**src/multi_channel_blink_timer_defines.svh**
```systemverilog
// Assertion macros for the multi-channel blink timer.
// No dependencies; included by modules that carry assertions.
`ifndef MULTI_CHANNEL_BLINK_TIMER_DEFINES_SVH
`define MULTI_CHANNEL_BLINK_TIMER_DEFINES_SVH

`ifndef SYNTHESIS

// Property must hold at every clock edge outside reset.
`define MCBT_ASSERT(label, clk, rst, prop) \
   label: assert property (@(posedge clk) disable iff (rst) prop) \
      else $error("assertion failed");

// Expression must never be true outside reset.
`define MCBT_NEVER(label, clk, rst, expr) \
   label: assert property (@(posedge clk) disable iff (rst) !(expr)) \
      else $error("forbidden condition seen");

`else

`define MCBT_ASSERT(label, clk, rst, prop)
`define MCBT_NEVER(label, clk, rst, expr)

`endif

`endif

```
**src/mcbt_pkg.sv**
```systemverilog
// Package for the multi-channel blink timer: command codes, field widths
// and default channel count. No dependencies.
package mcbt_pkg;

   localparam int DEFAULT_NUM_CHANNELS = 4;

   localparam int CMD_W     = 2;   // command field
   localparam int CHAN_W    = 2;   // channel field
   localparam int TICK_W    = 16;  // on, off and repeat fields
   localparam int MASK_W    = 4;   // mute, led and active masks

   // req_tdata: channel, on_ticks, off_ticks, repeat_count, padded to bytes
   localparam int REQ_FIELD_W = CHAN_W + 3 * TICK_W;
   localparam int REQ_DATA_W  = ((REQ_FIELD_W + 7) / 8) * 8;
   localparam int RSP_DATA_W  = ((2 * MASK_W + 7) / 8) * 8;

   typedef enum logic [CMD_W-1:0] {
      CMD_TICK  = 2'd0,
      CMD_START = 2'd1,
      CMD_STOP  = 2'd2
   } command_type;

   typedef logic [TICK_W-1:0] tick_type;

endpackage

```
**src/multi_channel_blink_timer.sv**
```systemverilog
// Multi-channel blink timer top level: per-channel on/off pattern state,
// command decode and a two-word result buffer. Uses mcbt_pkg and the defines header.
//
//   channel | dir | handshake              | payload
//   --------+-----+------------------------+-----------------------------------------
//   req     | in  | req_tvalid/req_tready  | tuser: command; tdata: chan, on, off, rep
//   rsp     | out | rsp_tvalid/rsp_tready  | tdata: led_on_mask, active_mask
//   csr     | in  | csr_valid/csr_ready    | csr_data: mute_mask
//
// One word per cycle while req_tready is high; all channels update in the accept cycle.
// The result is captured on accept and, unless rsp stalls, offered the next cycle.
// A word accepted while rsp is stalled parks in the skid entry; req_tready is low
// while that entry is held and rises the cycle after it moves to the output.
// Synchronous active-high reset clears all channel state, mute mask and buffers.
// csr_ready is always high; writes take effect on the next word.
`include "multi_channel_blink_timer_defines.svh"

module multi_channel_blink_timer #(
   parameter int NUM_CHANNELS = mcbt_pkg::DEFAULT_NUM_CHANNELS
) (
   input  logic                           clock,
   input  logic                           reset,
   // request words
   input  logic                           req_tvalid,
   output logic                           req_tready,
   input  logic [mcbt_pkg::CMD_W-1:0]     req_tuser,   // [1:0] command
   input  logic [mcbt_pkg::REQ_DATA_W-1:0] req_tdata,  // [1:0] channel, [17:2] on_ticks,
                                                       // [33:18] off_ticks,
                                                       // [49:34] repeat_count, rest zero
   // result words
   output logic                           rsp_tvalid,
   input  logic                           rsp_tready,
   output logic [mcbt_pkg::RSP_DATA_W-1:0] rsp_tdata,  // [3:0] led_on_mask,
                                                       // [7:4] active_mask
   // mute mask register
   input  logic                           csr_valid,
   output logic                           csr_ready,
   input  logic [mcbt_pkg::MASK_W-1:0]    csr_data     // [3:0] mute_mask
);
   import mcbt_pkg::*;

   localparam int NC     = NUM_CHANNELS;
   localparam int OUT_N  = (NC < MASK_W) ? NC : MASK_W;  // channels visible in masks
   localparam int MUTE_N = (NC < MASK_W) ? NC : MASK_W;  // channels that can be muted

   // ---------------------------------------------------------------------
   // Request field unpack
   // ---------------------------------------------------------------------
   command_type         cmd;
   logic [CHAN_W-1:0]   req_channel;
   tick_type            req_on;
   tick_type            req_off;
   tick_type            req_rep;

   assign cmd         = command_type'(req_tuser);
   assign req_channel = req_tdata[CHAN_W-1:0];
   assign req_on      = req_tdata[CHAN_W +: TICK_W];
   assign req_off     = req_tdata[CHAN_W + TICK_W +: TICK_W];
   assign req_rep     = req_tdata[CHAN_W + 2*TICK_W +: TICK_W];

   // ---------------------------------------------------------------------
   // Channel state
   // ---------------------------------------------------------------------
   tick_type   on_len_ff   [NC];
   tick_type   off_len_ff  [NC];
   tick_type   rep_tgt_ff  [NC];
   tick_type   phase_ff    [NC];
   tick_type   periods_ff  [NC];
   logic [NC-1:0] off_phase_ff;
   logic [NC-1:0] running_ff;
   logic [NC-1:0] lamp_ff;

   tick_type   on_len_in   [NC];
   tick_type   off_len_in  [NC];
   tick_type   rep_tgt_in  [NC];
   tick_type   phase_in    [NC];
   tick_type   periods_in  [NC];
   logic [NC-1:0] off_phase_in;
   logic [NC-1:0] running_in;
   logic [NC-1:0] lamp_in;

   logic [MASK_W-1:0] mute_ff;

   logic [NC-1:0]     muted;
   logic [NC-1:0]     on_zero;    // channel has zero on time loaded
   logic              req_fire;
   logic [RSP_DATA_W-1:0] result;

   assign req_fire  = req_tvalid & req_tready;
   assign csr_ready = 1'b1;

   // mute applies to the low channels only
   always_comb begin
      muted = '0;
      for (int c = 0; c < MUTE_N; c++) begin
         muted[c] = mute_ff[c];
      end
   end

   always_comb begin
      for (int c = 0; c < NC; c++) begin
         on_zero[c] = (on_len_ff[c] == '0);
      end
   end

   // Per-channel next state; channels are independent
   always_comb begin
      for (int c = 0; c < NC; c++) begin
         tick_type ph_inc;
         tick_type pd_inc;
         logic     hit;

         ph_inc = phase_ff[c] + tick_type'(1);
         pd_inc = periods_ff[c] + tick_type'(1);
         hit    = (int'(req_channel) == c);

         on_len_in[c]    = on_len_ff[c];
         off_len_in[c]   = off_len_ff[c];
         rep_tgt_in[c]   = rep_tgt_ff[c];
         phase_in[c]     = phase_ff[c];
         periods_in[c]   = periods_ff[c];
         off_phase_in[c] = off_phase_ff[c];
         running_in[c]   = running_ff[c];
         lamp_in[c]      = lamp_ff[c];

         unique case (cmd)
            CMD_TICK: begin
               if (running_ff[c] && off_len_ff[c] != '0 && !muted[c]) begin
                  phase_in[c] = ph_inc;
                  if (!off_phase_ff[c]) begin
                     // on phase done -> go dark
                     if (ph_inc >= on_len_ff[c]) begin
                        lamp_in[c]      = 1'b0;
                        phase_in[c]     = '0;
                        off_phase_in[c] = 1'b1;
                     end
                  end else if (ph_inc >= off_len_ff[c]) begin
                     if (rep_tgt_ff[c] != '0 && pd_inc >= rep_tgt_ff[c]) begin
                        // last period: end with LED off, phase count kept
                        periods_in[c] = pd_inc;
                        running_in[c] = 1'b0;
                        off_len_in[c] = '0;
                     end else begin
                        if (rep_tgt_ff[c] != '0) begin
                           periods_in[c] = pd_inc;
                        end
                        phase_in[c]     = '0;
                        off_phase_in[c] = 1'b0;
                        lamp_in[c]      = 1'b1;
                     end
                  end
               end
            end
            CMD_START: begin
               if (hit && req_on != '0 && !muted[c]) begin
                  on_len_in[c]    = req_on;
                  off_len_in[c]   = req_off;
                  rep_tgt_in[c]   = req_rep;
                  phase_in[c]     = '0;
                  periods_in[c]   = '0;
                  off_phase_in[c] = 1'b0;
                  running_in[c]   = 1'b1;
                  lamp_in[c]      = 1'b1;
               end
            end
            CMD_STOP: begin
               if (hit) begin
                  running_in[c] = 1'b0;
                  // steady-on or endless pattern: force dark
                  if (off_len_ff[c] == '0 || rep_tgt_ff[c] == '0) begin
                     lamp_in[c] = 1'b0;
                  end
               end
            end
            default: begin
               // unused command code: state untouched
            end
         endcase
      end
   end

   // result word from the post-update state
   always_comb begin
      result = '0;
      for (int c = 0; c < OUT_N; c++) begin
         result[c]          = lamp_in[c];
         result[MASK_W + c] = running_in[c];
      end
   end

   always_ff @(posedge clock) begin
      if (reset) begin
         for (int c = 0; c < NC; c++) begin
            on_len_ff[c]  <= '0;
            off_len_ff[c] <= '0;
            rep_tgt_ff[c] <= '0;
            phase_ff[c]   <= '0;
            periods_ff[c] <= '0;
         end
         off_phase_ff <= '0;
         running_ff   <= '0;
         lamp_ff      <= '0;
      end else if (req_fire) begin
         for (int c = 0; c < NC; c++) begin
            on_len_ff[c]  <= on_len_in[c];
            off_len_ff[c] <= off_len_in[c];
            rep_tgt_ff[c] <= rep_tgt_in[c];
            phase_ff[c]   <= phase_in[c];
            periods_ff[c] <= periods_in[c];
         end
         off_phase_ff <= off_phase_in;
         running_ff   <= running_in;
         lamp_ff      <= lamp_in;
      end
   end

   always_ff @(posedge clock) begin
      if (reset) begin
         mute_ff <= '0;
      end else if (csr_valid && csr_ready) begin
         mute_ff <= csr_data;
      end
   end

   // ---------------------------------------------------------------------
   // Result register with one skid entry
   // ---------------------------------------------------------------------
   logic                  out_valid_ff;
   logic [RSP_DATA_W-1:0] out_data_ff;
   logic                  skid_valid_ff;
   logic [RSP_DATA_W-1:0] skid_data_ff;

   assign req_tready = ~skid_valid_ff;
   assign rsp_tvalid = out_valid_ff;
   assign rsp_tdata  = out_data_ff;

   always_ff @(posedge clock) begin
      if (reset) begin
         out_valid_ff  <= 1'b0;
         skid_valid_ff <= 1'b0;
      end else if (out_valid_ff && !rsp_tready) begin
         // output stalled: park a new word in the skid entry
         if (req_fire) begin
            skid_valid_ff <= 1'b1;
         end
      end else if (skid_valid_ff) begin
         out_valid_ff  <= 1'b1;
         skid_valid_ff <= 1'b0;
      end else begin
         out_valid_ff <= req_fire;
      end
   end

   always_ff @(posedge clock) begin
      if (out_valid_ff && !rsp_tready) begin
         if (req_fire) begin
            skid_data_ff <= result;
         end
      end else if (skid_valid_ff) begin
         out_data_ff <= skid_data_ff;
      end else if (req_fire) begin
         out_data_ff <= result;
      end
   end

   // ---------------------------------------------------------------------
   // Assertions
   // ---------------------------------------------------------------------
   `MCBT_ASSERT(a_skid_behind_out, clock, reset, skid_valid_ff |-> out_valid_ff)
   `MCBT_ASSERT(a_stall_parks_word, clock, reset, (req_fire && rsp_tvalid && !rsp_tready) |=> skid_valid_ff)
   `MCBT_NEVER(a_dark_in_off_phase, clock, reset, |(running_ff & off_phase_ff & lamp_ff))
   `MCBT_NEVER(a_running_has_on_time, clock, reset, |(running_ff & on_zero))

endmodule
```
**config.mk**
```make
export PLATFORM = sky130hd
export DESIGN_NAME = multi_channel_blink_timer
export DESIGN_NICKNAME = d
export VERILOG_FILES = /design/src/mcbt_pkg.sv /design/src/multi_channel_blink_timer.sv
export VERILOG_INCLUDE_DIRS = /design/src /design/src/src
export SDC_FILE = /design/constraint.sdc
export NUM_CORES = 1
export LEC_CHECK = 0
export BUFFER_PORTS_ARGS = -buffer_cell sky130_fd_sc_hd__buf_2
export CAP_MARGIN = 10
export CORE_AREA = 2 2 263 265
export CTS_BUF_LIST = sky130_fd_sc_hd__clkbuf_4
export CTS_CLUSTER_SIZE = 28
export DETAILED_ROUTE_END_ITERATION = 6
export DIE_AREA = 0 0 265 267
export PLACE_DENSITY = 0.55
export SYNTH_ARGS = -nofsm -noshare
export SYNTH_HDL_FRONTEND = slang
export SYNTH_SLANG_ARGS = --single-unit
```
**constraint.sdc**
```tcl
create_clock -name clock -period 4.76 [get_ports clock]
set_input_delay 0.238 -clock clock [delete_from_list [all_inputs] [get_ports clock]]
set_output_delay 0.238 -clock clock [all_outputs]
set_load 0.1 [all_outputs]
```
### Yosys cells after proc, flatten, opt, wreduce, memory -nomap -nowiden

Memories as Yosys holds them, arrays and structs flattened.
Index checks and enable logic that the tools add are counted.
Widths: inputs -> output; s select.

| word-level totals | value |
|---|---|
| logic and storage cells | 346 |
| register bits after elaboration | 34 |
| memories kept | 5 |
| bits in writable memories | 320 |
| bits of input ports | 67 |

Memories:

| memory | depth | width | rd ports | clocked after memory_dff | write ports | RTL line | source |
|---|---|---|---|---|---|---|---|
| off_len_ff | 4 | 16 | 4 | 0 | 4 | multi_channel_blink_timer.sv:65 | `tick_type off_len_ff [NC];` |
| on_len_ff | 4 | 16 | 4 | 0 | 4 | multi_channel_blink_timer.sv:64 | `tick_type on_len_ff [NC];` |
| periods_ff | 4 | 16 | 4 | 0 | 4 | multi_channel_blink_timer.sv:68 | `tick_type periods_ff [NC];` |
| phase_ff | 4 | 16 | 4 | 0 | 4 | multi_channel_blink_timer.sv:67 | `tick_type phase_ff [NC];` |
| rep_tgt_ff | 4 | 16 | 4 | 0 | 4 | multi_channel_blink_timer.sv:66 | `tick_type rep_tgt_ff [NC];` |

| operators by class | value |
|---|---|
| add/sub/neg operators | 8 |
| equal/unequal tests | 13 |
| magnitude comparators | 12 |
| reductions and logical operators | 58 |
| muxes and demuxes | 216 |
| bitwise logic cells | 23 |

Operators by type and width:

| kind | count |
|---|---|
| $mux 16 | 104 |
| $pmux 16 s2 | 12 |
| $ge 16x16->1 | 12 |
| $reduce_bool 16->1 | 9 |
| $add 16x1->16 const B | 8 |
| $logic_not 16->1 | 8 |
| $mux 1 | 86 |
| $pmux 1 s3 | 8 |
| $logic_and 1x1->1 | 21 |
| $or 1x1->1 | 20 |
| $mux 8 | 2 |
| $ne 2x2->1 const B | 8 |
| $reduce_and 4->1 | 4 |
| $pmux 1 s2 | 4 |
| $eq 2x2->1 const B | 3 |
| $logic_not 1->1 | 5 |
| $eq 2x1->1 const B | 2 |
| $logic_not 2->1 | 2 |
| $logic_or 1x1->1 | 4 |
| $reduce_and 2->1 | 2 |
| $reduce_bool 2->1 | 2 |
| $not 1->1 | 2 |
| $reduce_or 2->1 | 1 |
| $and 1x1->1 | 1 |

### Depth between registers and ports, before layout

An unclocked memory read counts as a cell.

| depth | value |
|---|---|
| word-level depth | 11 |
| mapped depth | 16 |
| mapped depth without buffers | 15 |

### Worst setup path before layout

Ideal clock, no wire load.

| timing path | value |
|---|---|
| path kind | register to register |
| from | memory phase_ff[2][2] (netlist bit) |
| to | memory periods_ff[2][0] (netlist bit), enable pin |
| required time | 4349 ps |
| path buffers | 0 |
| cell stages (with the launch flop) | 15 |
| arrival time | 4289 ps |
| period minus slack after synthesis | 4701 ps |
| slack | 59 ps |
| cells stage by stage | edfxtp_1 -> and4_1 -> and3_1 -> and3_1 -> nand4_1 -> or2_2 -> xnor2_1 -> ha_1 -> nand2_1 -> o21ai_0 -> or2_2 -> a21oi_1 -> or4_1 -> or2_2 -> o21ai_0 |

RTL lines:

| item | RTL line |
|---|---|
| start, declared | multi_channel_blink_timer.sv:67 |
| end, declared | multi_channel_blink_timer.sv:68 |

==> impl_metrics.json <==
{
  "status": "finished, final reports clean",
  "syn_avg_cell_area_um2": 11.09,
  "end_kind": "flip-flop",
  "place_area_um2": 21610,
  "cp.depth": 15,
  "p_int_mw": 5.489,
  "drtIter0Drc": 629,
  "combPwrFrac_pct": 13.5,
  "vias_per_cell": 4.815,
  "cts_sinks": 354,
  "p_leak_nw": 9.694,
  "cp_slowest_cell": "or4_1",
  "slew_headroom_pct": 33.75,
  "placedCellCount": 2753,
  "cp_max_fo": 16,
  "hold-path-endpoint": "rep_tgt_ff[3][4]$_SDFFCE_PN0P_",
  "setup_viol": 0,
  "tightest_slew_ns": 0.9808,
  "yosys.area.top_type": "edfxtp_1",
  "drt-total-wl_um": 50640,
  "place.gp.congestion": 0.8240,
  "syn-num-nets": 2084,
  "multi_input_area_um2": 8795,
  "rsz0062_at_grt": "false",
  "ant_nets": 0,
  "p_seq_share_pct": 49.3,
  "utilization_pct": 34.73,
  "critPathBufInv": 1,
  "drv_slew": 0,
  "area_growth_pct": 17.16,
  "synthTopCellsByArea": "edfxtp_1, ha_1, and2_1",
  "r2r_slack_ns": 0.40,
  "grt-ovfl-total": 0,
  "cp_cell_sequence": "and4_1 -> and3_1 -> and3_1 -> nand4_1 -> or2_2 -> xnor2_1 -> ha_1 -> nand2_1 -> o21ai_0 -> or2_2 -> a21oi_1 -> or4_1 -> or2_2 -> o21ai_1 -> buf_4",
  "antenna_found_initial": 3,
  "core_area_um2": 67990,
  "die_x_um": 265,
  "rows": 96,
  "clk_latency_ns": 0.85,
  "die_h_um": 267,
  "clk_pin_slew_ns": 0.08,
  "hold_start": "req_tdata[38]",
  "reg2reg_depth": 15,
  "cts_inserted_buffers": 98,
  "synth_ff_type": "edfxtp_1",
  "drive_gt1_share_pct": 12.90,
  "crit_arrival_ns": 4.83,
  "timing.final.crit_share_pct": 91.53,
  "ys_warn_count": 0,
  "grtUsageTotal_pct": 14.38,
  "finalInstanceArea_um2": 23610,
  "worst_setup_path_start_kind": "flip-flop",
  "drv_cap": 0,
  "cts_setup_buffers": 0,
  "cts_buffer_depth": 3,
  "grt_pass1_vias": 14930,
  "dpl.hpwl_um": 38120,
  "critPathKind": "flip-flop to flip-flop",
  "netlist.area_leader.share_pct": 50.06,
  "timing.fmax_mhz": 229.5,
  "critical_path.most_common_cell": "or2_2",
  "syn_inst": 1817,
  "hold_path_class": "primary input to flip-flop",
  "p_per_area_nw_per_um2": 321.3,
  "fillCellCount": 6822,
  "initial_core_util_pct": 29.65,
  "io_pins": 78,
  "num_vias": 14450,
  "cts.htree.levels": 3,
  "synth_edf_count": 336,
  "netlist_area_um2": 20160,
  "fin_crit_ns": 4.357,
  "cts_tree": "done",
  "finalSetupTns_ns": 0,
  "cp.required_ns": 5.23,
  "crit_family": "simple AND/OR/NAND/NOR gates",
  "fin_skew_ns": 0.06746,
  "hold_viol_final": 0,
  "netSwitchingFraction_pct": 27.65,
  "ys_seq_area_share_pct": 51.85,
  "dr.pass1.iters": 7,
  "final_nets": 2311,
  "peakVddDrop_mv": 0.1882,
  "grt_first_pass_wirelength_um": 78800,
  "p_sw_mw": 2.097,
  "async_flop_share_pct": 0,
  "avgRoutedWirePerCell_um": 16.87,
  "r2r_end": "periods_ff[2][8]$_SDFFCE_PN0P_",
  "root_buffer": "clkbuf_4",
  "synth-seq-cells": 354,
  "yosysUniqueCellTypes": 72,
  "max_stage_delay_ns": 0.61,
  "die_area_um2": 70760,
  "min_path_cells": 3,
  "route.detailed.drc": 0,
  "grt_max_degree": 66,
  "ff_latch_area_um2": 10450,
  "io_buffers": 70,
  "reg2reg_from": "phase_ff[2][2]$_SDFFCE_PN0P_",
  "p_clk_share_pct": 37.2,
  "layout.cells.non_filler": 3001
}
[power groups by stage]
stage / combinational (mW) / clock, mW / sequential [mW]
final: 1.03 / 2.82 / 3.74
after global routing: 1.16 / 3.08 / 3.76
after CTS: 1.04 / 2.93 / 3.74
after detailed placement: 0.980 / 0 / 3.80
after global placement: 0.946 / 0 / 3.80
after floorplan: 0.635 / 0 / 3.82
[registers in the layout (all words and copies together), names as in the netlist, 8 cells and up]
register / cells
off_len_ff: 64
on_len_ff: 64
periods_ff: 64
phase_ff: 64
rep_tgt_ff: 64
rsp_tdata: 8
skid_data_ff: 8
[area by class of cell]
class                   count  share of cell area (%)
diodes                      2                 0.02119
flip-flops and latches    354                   44.25
inverters                 208                   3.306
well taps                 882                   4.673
clock buffers             147                   4.673
repair buffers            161                   5.150
clock inverters            26                  0.6782
multi-input cells        1221                   37.24
[metal layers]
metal	wire length [um]	global-route usage, %
met1	22380	17.91
met2	23890	24.01
met3	2630	3.072
met4	1736	6.322
met5	0	0
[per-stage QoR]
| step | hold WS (ns) | total power, mW | setup WS (ns) |
|---|---|---|---|
| CTS | 0.1235 | 7.701 | 0.4271 |
| detailed placement | 0.4951 | 4.783 | 0.4416 |
| global placement | 0.4784 | 4.745 | 0.4561 |
| floorplan | 0.3852 | 4.452 | 0.05946 |
| finish | 0.2292 | 7.587 | 0.4033 |
| global route | 0.1708 | 7.998 | 0.1795 |
[timing repair]
| action | in CTS | in global routing |
|---|---|---|
| hold endpoints to repair | 227 | 0 |
| hold buffers | 73 | 0 |
| gates resized for setup | 0 | 0 |
[layout by cell type, fill, tap and decap left out, drive strengths merged, types with 4 or more instances in the layout]
master | synthesis | final
or2 | 6 | 6
o31ai | 4 | 4
nand3 | 60 | 60
nand3b | 6 | 6
dfxtp | 18 | 18
a21oi | 74 | 74
clkbuf | 28 | 147
o211ai | 5 | 5
a211oi | 19 | 19
a211o | 6 | 6
nand2 | 97 | 97
a2111oi | 5 | 5
and3 | 33 | 33
and2 | 161 | 161
nor4 | 38 | 38
xor2 | 43 | 43
a221oi | 4 | 4
a21o | 17 | 17
and4 | 5 | 5
nand2b | 15 | 15
edfxtp | 336 | 336
nand4 | 32 | 32
nor2b | 67 | 67
o21ai | 57 | 57
ha | 200 | 200
xnor2 | 69 | 69
o21bai | 4 | 4
dlygate4sd3 | 0 | 73
nor3 | 26 | 26
buf | 6 | 88
inv | 206 | 210
a31oi | 9 | 9
mux2i | 4 | 4
o21a | 17 | 17
nor2 | 88 | 88
clkinv | 2 | 22
[synth_stat cells, types with 4 or more instances]
master     instances
edfxtp_1         336
inv_1            206
ha_1             200
and2_1           161
nand2_1           97
nor2_1            87
a21oi_1           74
xnor2_1           69
nand3_1           60
nor2b_1           58
o21ai_0           57
xor2_1            43
nor4_1            38
and3_1            33
nand4_1           32
clkbuf_1          28
nor3_1            26
a211oi_1          18
dfxtp_1           18
a21o_1            17
o21a_1            17
nand2b_1          15
a31oi_1            9
nor2b_2            8
nand3b_1           6
or2_2              6
a2111oi_0          5
a211o_1            5
and4_1             5
o211ai_1           5
a221oi_1           4
mux2i_1            4
o21bai_1           4
o31ai_1            4
[worst max path at each step]
stage	slack (ns)	from	end
after global placement	0.46	phase_ff[2][2]$_SDFFCE_PN0P_	off_len_ff[2][2]$_DFFE_PP_
after CTS	0.43	phase_ff[2][2]$_SDFFCE_PN0P_	periods_ff[2][8]$_SDFFCE_PN0P_
final	0.40	phase_ff[2][2]$_SDFFCE_PN0P_	periods_ff[2][8]$_SDFFCE_PN0P_
after detailed placement	0.44	phase_ff[2][2]$_SDFFCE_PN0P_	off_len_ff[2][4]$_DFFE_PP_
after global routing	0.18	phase_ff[0][0]$_SDFFCE_PN0P_	running_ff[0]$_SDFFE_PP0P_
after floorplan	0.06	phase_ff[2][2]$_SDFFCE_PN0P_	periods_ff[2][0]$_SDFFCE_PN0P_
[logic make-up (layout without fill, tap and decap cells)]
kind of cell,Yosys count,in the layout,synth area share (%)
XOR/XNOR,112,112,4.867
other,1,3,0.01861
adder cells (fa/ha/maj),200,200,12.42
AO/OA/AOI/OAI,258,258,8.449
multiplexers,5,5,0.2731
flip-flops,354,354,51.85
buffers and inverters,242,542,4.594
AND/OR/NAND/NOR,645,645,17.54
[tightest hold or removal path, cell delays in order]
cell and delay [ns]:
dlygate4sd3_1 0.52, buf_2 0.10, and2_1 0.10
No activity file was read; power rests on OpenSTA's default activity.
